[src/sv/line_assembler_with_line_queue_macros.svh]
// Assertion macros for the line assembler with line queue.
// Used by the RTL files that carry concurrent checks; needs clk_i and rst_ni in scope.
`ifndef LINE_ASSEMBLER_WITH_LINE_QUEUE_MACROS_SVH
`define LINE_ASSEMBLER_WITH_LINE_QUEUE_MACROS_SVH

`ifndef SYNTHESIS
// Property must hold at every clock edge outside reset.
`define LAQ_ASSERT(lbl, prop, msg) \
  lbl: assert property (@(posedge clk_i) disable iff (!rst_ni) (prop)) else $error(msg);
// Condition must never be true outside reset.
`define LAQ_ASSERT_NEVER(lbl, cond, msg) \
  `LAQ_ASSERT(lbl, !(cond), msg)
`else
`define LAQ_ASSERT(lbl, prop, msg)
`define LAQ_ASSERT_NEVER(lbl, cond, msg)
`endif

`endif

[src/sv/lasm_pkg.sv]
// Shared types and constants of the line assembler with line queue.
// No dependencies; used by the top level line_assembler_with_line_queue.
`timescale 1ns / 1ps

package lasm_pkg;

  // Command codes of an input item
  localparam logic [1:0] CMD_BYTE   = 2'd0;
  localparam logic [1:0] CMD_POP    = 2'd1;
  localparam logic [1:0] CMD_STATUS = 2'd2;

  // Line terminators
  localparam logic [7:0] CH_LF   = 8'h0A;
  localparam logic [7:0] CH_CR   = 8'h0D;
  localparam logic [7:0] CH_HASH = 8'h23;

  localparam int unsigned MaxLenW = 7;
  localparam int unsigned DropW   = 32;

  typedef struct packed {
    logic [1:0]         cmd;
    logic [7:0]         rx_byte;
    logic [MaxLenW-1:0] max_len;
  } in_item_t;

  typedef struct packed {
    logic [7:0]       ch;
    logic             has_char;
    logic             last;
    logic             queue_was_empty;
    logic             line_ready;
    logic [DropW-1:0] dropped_count;
  } out_item_t;

endpackage

[src/sv/line_assembler_with_line_queue.sv]
// Top level of the line assembler with line queue: control, ring pointers, output stage.
// Depends on lasm_pkg, lasm_ram and line_assembler_with_line_queue_macros.svh.
`timescale 1ns / 1ps
`include "line_assembler_with_line_queue_macros.svh"

// Usage
// - Input channel (in_valid_i / in_ready_o / in_item_i) carries one command per item:
//   a received byte, a pop of the oldest line, or a status query.
// - Output channel (out_valid_o / out_ready_i / out_item_o) returns the result items.
// - A received byte returns nothing; it is written straight into the line-store row
//   of the free slot at wr_slot, so a terminator only commits the length and
//   advances the ring pointer.
// - A status query, or a pop on an empty ring, returns one item from the output
//   register.
// - A pop reads the slot length, then streams one character per cycle, while the
//   receiver does not stall, from the line-store RAM (registered read) through a read
//   stage into the output register; the input side stays busy until the last
//   character has left the read stage.
// - The line-store RAM read port sets the streaming rate: one character per cycle unless stalled.
// - When the receiver stalls, the output register and the read stage hold; reads stop
//   and resume without loss. Input is taken again once all results are staged.
// - Reset clears pointers, build length and drop counter; RAM contents are undefined
//   and never read before being written, so no clearing pass runs.
module line_assembler_with_line_queue #(
  parameter int unsigned QUEUE_SLOTS = 8,
  parameter int unsigned LINE_MAX    = 64
) (
  input  logic                clk_i,
  input  logic                rst_ni,
  input  logic                in_valid_i,
  output logic                in_ready_o,
  input  lasm_pkg::in_item_t  in_item_i,
  output logic                out_valid_o,
  input  logic                out_ready_i,
  output lasm_pkg::out_item_t out_item_o
);

  localparam int unsigned SW     = $clog2(QUEUE_SLOTS);
  localparam int unsigned LW     = $clog2(LINE_MAX);
  localparam int unsigned SDEPTH = QUEUE_SLOTS * (2 ** LW);
  localparam int unsigned MLW    = lasm_pkg::MaxLenW;

  localparam logic [SW-1:0] LastSlot = SW'(QUEUE_SLOTS - 1);
  localparam logic [LW-1:0] MaxBlen  = LW'(LINE_MAX - 1);

  typedef enum logic [3:0] {
    ST_IDLE   = 4'b0001,
    ST_LEN    = 4'b0010,
    ST_STREAM = 4'b0100,
    ST_SINGLE = 4'b1000
  } state_e;

  // Control state
  state_e                     state_q, state_d;
  logic [SW-1:0]              wr_slot_q, wr_slot_d;
  logic [SW-1:0]              rd_slot_q, rd_slot_d;
  logic [LW-1:0]              blen_q, blen_d;
  logic [lasm_pkg::DropW-1:0] drop_q, drop_d;
  logic                       a_valid_q, a_valid_d;
  logic                       out_valid_q, out_valid_d;

  // Payload state
  logic [MLW-1:0]      max_len_q, max_len_d;
  logic [SW-1:0]       pop_slot_q, pop_slot_d;
  logic [LW-1:0]       n_q, n_d;
  logic [LW-1:0]       idx_q, idx_d;
  logic                a_last_q, a_last_d;
  logic                single_empty_q, single_empty_d;
  lasm_pkg::out_item_t out_q, out_d;

  // RAM ports
  logic             store_we, store_re;
  logic [SW+LW-1:0] store_waddr, store_raddr;
  logic [7:0]       store_rdata;
  logic             len_we, len_re;
  logic [LW-1:0]    len_rdata;

  logic           in_fire, b_ready, a_ready, q_empty, is_term, single_load, single_flag;
  logic [SW-1:0]  wr_next, rd_next;
  logic [MLW-1:0] cap, len_ext, n_ext;

  assign in_ready_o = (state_q == ST_IDLE) && !a_valid_q;
  assign in_fire    = in_valid_i && in_ready_o;
  assign b_ready    = !out_valid_q || out_ready_i;
  assign a_ready    = !a_valid_q || b_ready;
  assign q_empty    = (wr_slot_q == rd_slot_q);
  assign wr_next    = (wr_slot_q == LastSlot) ? '0 : wr_slot_q + SW'(1);
  assign rd_next    = (rd_slot_q == LastSlot) ? '0 : rd_slot_q + SW'(1);
  assign is_term    = (in_item_i.rx_byte == lasm_pkg::CH_LF) ||
                      (in_item_i.rx_byte == lasm_pkg::CH_CR) ||
                      (in_item_i.rx_byte == lasm_pkg::CH_HASH);

  // Byte path: the free slot at wr_slot doubles as the build buffer
  assign store_we    = in_fire && (in_item_i.cmd == lasm_pkg::CMD_BYTE) && !is_term &&
                       (blen_q != MaxBlen);
  assign store_waddr = {wr_slot_q, blen_q};
  assign len_we      = in_fire && (in_item_i.cmd == lasm_pkg::CMD_BYTE) && is_term &&
                       (blen_q != '0) && (wr_next != rd_slot_q);
  assign len_re      = in_fire && (in_item_i.cmd == lasm_pkg::CMD_POP) && !q_empty;

  // Number of characters to send: min(length, max_len - 1), max_len of 0 acts as 1
  assign cap     = (max_len_q == '0) ? '0 : max_len_q - MLW'(1);
  assign len_ext = MLW'(len_rdata);
  assign n_ext   = (len_ext < cap) ? len_ext : cap;

  assign store_re    = (state_q == ST_STREAM) && a_ready;
  assign store_raddr = {pop_slot_q, idx_q};

  always_comb begin
    state_d        = state_q;
    wr_slot_d      = wr_slot_q;
    rd_slot_d      = rd_slot_q;
    blen_d         = blen_q;
    drop_d         = drop_q;
    max_len_d      = max_len_q;
    pop_slot_d     = pop_slot_q;
    n_d            = n_q;
    idx_d          = idx_q;
    a_last_d       = a_last_q;
    single_empty_d = single_empty_q;
    single_load    = 1'b0;
    single_flag    = single_empty_q;

    unique case (state_q)
      ST_IDLE: begin
        if (in_fire) begin
          unique case (in_item_i.cmd)
            lasm_pkg::CMD_BYTE: begin
              if (is_term) begin
                if (blen_q != '0) begin
                  if (wr_next == rd_slot_q) begin
                    drop_d = drop_q + lasm_pkg::DropW'(1);
                  end else begin
                    wr_slot_d = wr_next;
                  end
                end
                blen_d = '0;
              end else if (blen_q != MaxBlen) begin
                blen_d = blen_q + LW'(1);
              end else begin
                // overlong line: drop it
                blen_d = '0;
              end
            end
            lasm_pkg::CMD_POP: begin
              if (q_empty) begin
                single_flag    = 1'b1;
                single_empty_d = 1'b1;
                single_load    = b_ready;
                state_d        = b_ready ? ST_IDLE : ST_SINGLE;
              end else begin
                // free the slot now; line_ready of every result reflects it
                rd_slot_d  = rd_next;
                pop_slot_d = rd_slot_q;
                max_len_d  = in_item_i.max_len;
                state_d    = ST_LEN;
              end
            end
            lasm_pkg::CMD_STATUS: begin
              single_flag    = 1'b0;
              single_empty_d = 1'b0;
              single_load    = b_ready;
              state_d        = b_ready ? ST_IDLE : ST_SINGLE;
            end
            default: begin
              // unknown command: ignore
            end
          endcase
        end
      end
      ST_LEN: begin
        n_d   = LW'(n_ext);
        idx_d = '0;
        if (n_ext == '0) begin
          single_empty_d = 1'b0;
          state_d        = ST_SINGLE;
        end else begin
          state_d = ST_STREAM;
        end
      end
      ST_STREAM: begin
        if (store_re) begin
          a_last_d = (idx_q == n_q - LW'(1));
          idx_d    = idx_q + LW'(1);
          if (idx_q == n_q - LW'(1)) begin
            state_d = ST_IDLE;
          end
        end
      end
      ST_SINGLE: begin
        if (b_ready && !a_valid_q) begin
          single_load = 1'b1;
          state_d     = ST_IDLE;
        end
      end
      default: begin
        state_d = ST_IDLE;
      end
    endcase
  end

  // Read stage and output register
  always_comb begin
    a_valid_d   = a_valid_q;
    out_valid_d = out_valid_q;
    out_d       = out_q;
    if (store_re) begin
      a_valid_d = 1'b1;
    end else if (b_ready) begin
      a_valid_d = 1'b0;
    end
    if (a_valid_q && b_ready) begin
      out_valid_d           = 1'b1;
      out_d.ch              = store_rdata;
      out_d.has_char        = 1'b1;
      out_d.last            = a_last_q;
      out_d.queue_was_empty = 1'b0;
      out_d.line_ready      = !q_empty;
      out_d.dropped_count   = drop_q;
    end else if (single_load) begin
      out_valid_d           = 1'b1;
      out_d.ch              = '0;
      out_d.has_char        = 1'b0;
      out_d.last            = 1'b1;
      out_d.queue_was_empty = single_flag;
      out_d.line_ready      = !q_empty;
      out_d.dropped_count   = drop_q;
    end else if (out_ready_i) begin
      out_valid_d = 1'b0;
    end
  end

  always_ff @(posedge clk_i or negedge rst_ni) begin
    if (!rst_ni) begin
      state_q     <= ST_IDLE;
      wr_slot_q   <= '0;
      rd_slot_q   <= '0;
      blen_q      <= '0;
      drop_q      <= '0;
      a_valid_q   <= 1'b0;
      out_valid_q <= 1'b0;
    end else begin
      state_q     <= state_d;
      wr_slot_q   <= wr_slot_d;
      rd_slot_q   <= rd_slot_d;
      blen_q      <= blen_d;
      drop_q      <= drop_d;
      a_valid_q   <= a_valid_d;
      out_valid_q <= out_valid_d;
    end
  end

  always_ff @(posedge clk_i) begin
    max_len_q      <= max_len_d;
    pop_slot_q     <= pop_slot_d;
    n_q            <= n_d;
    idx_q          <= idx_d;
    a_last_q       <= a_last_d;
    single_empty_q <= single_empty_d;
    out_q          <= out_d;
  end

  assign out_valid_o = out_valid_q;
  assign out_item_o  = out_q;

  lasm_ram #(
    .DEPTH (SDEPTH),
    .WIDTH (8)
  ) u_line_store (
    .clk_i   (clk_i),
    .we_i    (store_we),
    .waddr_i (store_waddr),
    .wdata_i (in_item_i.rx_byte),
    .re_i    (store_re),
    .raddr_i (store_raddr),
    .rdata_o (store_rdata)
  );

  lasm_ram #(
    .DEPTH (QUEUE_SLOTS),
    .WIDTH (LW)
  ) u_line_lengths (
    .clk_i   (clk_i),
    .we_i    (len_we),
    .waddr_i (wr_slot_q),
    .wdata_i (blen_q),
    .re_i    (len_re),
    .raddr_i (rd_slot_q),
    .rdata_o (len_rdata)
  );

  `LAQ_ASSERT_NEVER(a_store_row_clash, store_we && store_re && (wr_slot_q == pop_slot_q), "line store read and write hit the same slot row")
  `LAQ_ASSERT(a_slots_in_range, (32'(wr_slot_q) < QUEUE_SLOTS) && (32'(rd_slot_q) < QUEUE_SLOTS), "ring pointer out of range")
  `LAQ_ASSERT(a_stream_index, (state_q != ST_STREAM) || ((idx_q < n_q) && (n_q != '0)), "stream index past line length")
  `LAQ_ASSERT(a_pop_advances, len_re |=> (rd_slot_q != $past(rd_slot_q)), "pop did not free its slot")
  `LAQ_ASSERT_NEVER(a_stage_order, single_load && a_valid_q, "single result overtook a streamed character")

endmodule

[src/sv/lasm_ram.sv]
// Single-port-write, single-port-read synchronous RAM with registered read data.
// Read data holds while no read is issued. Depends on nothing.
`timescale 1ns / 1ps

module lasm_ram #(
  parameter int unsigned DEPTH = 8,
  parameter int unsigned WIDTH = 8
) (
  input  logic                     clk_i,
  input  logic                     we_i,
  input  logic [$clog2(DEPTH)-1:0] waddr_i,
  input  logic [WIDTH-1:0]         wdata_i,
  input  logic                     re_i,
  input  logic [$clog2(DEPTH)-1:0] raddr_i,
  output logic [WIDTH-1:0]         rdata_o
);

  logic [WIDTH-1:0] mem [DEPTH];
  logic [WIDTH-1:0] rdata_q;

  always_ff @(posedge clk_i) begin
    if (we_i) begin
      mem[waddr_i] <= wdata_i;
    end
  end

  always_ff @(posedge clk_i) begin
    if (re_i) begin
      rdata_q <= mem[raddr_i];
    end
  end

  assign rdata_o = rdata_q;

endmodule
[config.mk]
export PLATFORM = sky130hd
export DESIGN_NAME = line_assembler_with_line_queue
export DESIGN_NICKNAME = d
export VERILOG_FILES = /design/src/sv/lasm_pkg.sv /design/src/sv/line_assembler_with_line_queue.sv /design/src/sv/lasm_ram.sv
export VERILOG_INCLUDE_DIRS = /design/src /design/src/sv
export SDC_FILE = /design/constraint.sdc
export NUM_CORES = 2
export LEC_CHECK = 0
export BUFFER_PORTS_ARGS = -buffer_cell sky130_fd_sc_hd__buf_2
export CORE_ASPECT_RATIO = 1.4
export CORE_MARGIN = 2
export CORE_UTILIZATION = 30
export DETAILED_ROUTE_END_ITERATION = 8
export PLACE_DENSITY = 0.47
export SLEW_MARGIN = 20
export SYNTH_ARGS = -nofsm -noshare
export SYNTH_HDL_FRONTEND = slang
export SYNTH_HIERARCHICAL = 1
export SYNTH_MEMORY_MAX_BITS = 65536
export SYNTH_SLANG_ARGS = --single-unit
[constraint.sdc]
create_clock -name clk_i -period 4 [get_ports clk_i]
set_clock_uncertainty 0.15 [all_clocks]
set_input_delay 0.2 -clock clk_i [delete_from_list [all_inputs] [get_ports clk_i]]
set_output_delay 0.2 -clock clk_i [all_outputs]
set_load 0.03 [all_outputs]
==> out/results.ini <==
[run_status]
outcome=finished, final reports clean

[clocking]
cts.reportedPaths.clkPinSlew_ns=0.06
htree_levels=5
clk_path_buf_depth=4
cts.sink_count=4276
cts_made_buffers=398
cts_tree=yes
clock_latency_ns=1.00
cts_root_buf=clkbuf_16

[yosys]
synthAdderAreaFrac_pct=0.1341
synthCells=8608
seq_area_frac_synth_pct=76.31
syn_avg_cell_area_um2=19.51
synth-simple-area-share_pct=3.334
yosysTopAreaCell=edfxtp_1
synthFlopType=edfxtp_1
synth_xor_xnor_area_share_pct=0.2660
yosys_warnings=6
synth_compound_area_share_pct=4.315
syn_nets=8647
synth.top_cell.area_share_pct=75.54
synth.distinct_cells=89
ys_async_sr_fraction_pct=1.169
muxShareOfSynthArea_pct=13.80
synth_edf_count=4224
syn_area_um2=167900
synth_top_family_by_area=multiplexers
synth_area_leaders=edfxtp_1, mux4_2, mux2i_1, o221ai_1, nor2_1
synth-seq-cells=4276

[timing]
hold_violations=0
relSlewSlack_pct=16.50
slew_violations=0
timing.final.setup_violations=0
fmax_mhz=250.9
timing.hold.ws_ns=0.1453
period_share_pct=99.66
final.setup.worst_slack_ns=0.01368
tightest_slew_ns=1.252
fin_crit_ns=3.986
rsz0062_at_grt=no

[setup_path]
worstPathArrival_ns=4.72
worstSetupStartpointType=flip-flop
r2r_cells=11
crit_start=idx_q[1]$_SDFFCE_PN0P_
reg2reg_to=u_line_store/rdata_o[7]$_DFFE_PP_
crit_required_ns=4.74
setup.worst_path.end=u_line_store/rdata_o[7]$_DFFE_PP_
critPathKind=reg2reg
endpoint_kind=flip-flop
rrSetupSlack_ns=0.01
timing.rr.start=idx_q[1]$_SDFFCE_PN0P_
cp_max_fo=21

[final_layout]
drive_above_1_share_pct=21.76
nNetsFinal=9251
area_growth_syn_to_layout_pct=16.18
stdcell_count=16910

[floorplan]
dieArea_um2=565800
die_x_um=636.3
die_y_um=889.2
num_rows=325
ios=67
core_area_um2=558300
start_util_pct=30.07

[drt]
ant_nets=0
wirelength_mm=493.6
drc_errors=0
drt_iter0_markers=8134
wl_per_cell_um=29.19
avgViaCountPerCell=5.074
dr.pass1.iters=6
vias=85800

[pwr]
p_leak_nw=58.53
ir_worst_vdd_mv=0.3686
power_density_nw_per_um2=471.9

[global_route]
use_met1_pct=20.40
grt_start_max_net_pins=163
grtUsageMet3_pct=1.988
antenna_found_initial=24
grt_pass1_vias=89250
grt-busiest-layer=met2
overflow=0
grt_use_total_pct=17.00
grt_pass1_wl_mm=689.9
use_met2_pct=31.24

[flow_run]
max-cap-violations=0

[placement]
place.gp.congestion=0.8503
placement.io_buffers=66
pre_cts_ws_ns=-0.8616
post-place-cells=16130
hpwlAfterDp_mm=324.1

[worst_hold_path]
min_path_type=in2reg

## cells by family (layout without fill, tap and decap cells)
kind of cell | after synthesis | in the layout
flops | 4276 | 4276
simple gates | 1208 | 1208
buf+inv | 547 | 1489
xor+xnor | 51 | 51
compound gates | 1032 | 1032
fa+ha+maj | 18 | 18
other cells | 0 | 3
mux | 1476 | 1476
## sequential cells by signal (all words and copies together), names as in the netlist, 3 cells and up
| name | count |
|---|---|
| max_len_q | 7 |
| state_q | 4 |
| u_line_store/rdata_o | 8 |
| pop_slot_q | 3 |
| out_item_o | 44 |
| u_line_lengths/rdata_o | 6 |
| idx_q | 6 |
| n_q | 6 |
| wr_slot_q | 3 |
| blen_q | 6 |
| u_line_lengths/mem | 48 |
| u_line_store/mem | 4096 |
| rd_slot_q | 3 |
| drop_q | 32 |
## critical path, cell delays in order (launching register included)
cell	delay, ns
edfxtp_1	0.47
buf_12	0.21
nand2b_4	0.30
buf_4	0.32
buf_4	0.25
o221ai_1	0.32
o22ai_1	0.14
o21ai_1	0.46
nand4_1	0.26
buf_4	0.28
nor4_4	0.41
o2111a_1	0.25
## where the power goes
part | switching, mW | internal (mW) | total (mW)
registers | 0.112 | 49.4 | 49.5
logic | 2.42 | 0.882 | 3.30
clock network | 17.2 | 22.1 | 39.2
## cell usage after synthesis, types with 6 or more instances
library cell and n:
edfxtp_1 4224, mux2i_1 798, mux4_2 654, nor2_1 627, o221ai_1 371, clkbuf_1 273, a21oi_1 199, o22ai_1 164
nand2_1 150, o21ai_0 142, nor3_1 123, buf_4 72, buf_6 66, a22oi_1 62, and2_1 58, buf_2 58
nand3_1 51, dfrtp_1 49, nor4_1 46, nand4_1 45, buf_1 42, xnor2_1 31, and3_1 22, xor2_1 20
inv_1 19, a211oi_1 18, ha_1 18, o31ai_1 15, mux2_2 12, mux4_1 12, buf_8 11, nand2b_1 11
nor2b_1 11, or3_1 10, nor3b_1 9, o2111a_1 8, o41ai_1 7, or2_2 7, and3b_1 6
## layer usage
metal,routed length (um),share of wire [%],vias to the layer above
met1,191800,39,45840
met5,30,0.0061,-
met2,259900,53,2497
met3,22430,4.5,664
met4,19470,3.9,4
li1,-,-,36800
## cell usage in the layout (no fill, tap or decap), drive strengths merged, types with 59 or more instances in the layout
cell       n
o22ai    164
clkbuf   461
and2      59
a21oi    201
nor2     627
o21ai    143
mux4     666
nor3     124
nand2    151
mux2i    798
buf      697
edfxtp  4224
o221ai   372
a22oi     62
clkinv   166
## stage by stage
step	area [um^2]	setup TNS [ns]	total power [mW]	util [%]
6_report	195100	0	92.07	34.94
5_1_grt	195100	0	94.81	34.94
4_1_cts	195000	0	93.11	34.92
3_5_place_dp	181100	-17.31	53.81	32.44
3_3_place_gp	181000	-134.68	53.76	32.43
2_1_floorplan	167900	0	51.70	-
## worst min-delay path by stage
stage / startpoint / endpoint / cells after the start
floorplan: rst_ni / a_valid_q$_DFFE_PN0P_ / 0
global placement: rst_ni / drop_q[10]$_DFFE_PN0P_ / 2
detailed placement: rst_ni / drop_q[10]$_DFFE_PN0P_ / 2
CTS: out_ready_i / out_valid_o$_DFFE_PN0P_ / 5
global route: out_ready_i / out_valid_o$_DFFE_PN0P_ / 5
finish: out_ready_i / out_valid_o$_DFFE_PN0P_ / 5
## area by class of cell
cell class,instances,area [um^2]
fill,51840,363200
sequential,4276,128100
multi-input combinational,3785,37130
clock buffer,461,10340
tap,7357,9205
timing repair buffer,731,7123
clock inverter,277,3054
inverter,20,83.83
antenna,3,7.507
## what timing repair did
action                                  CTS  global route
hold endpoints to repair                883             0
pin swaps                                 2             0
buffers inserted                          0             0
endpoints found under the setup margin  157            51
gates resized for setup                  31            10
hold buffers                             34             0
Power figures use the tool's default switching activity.
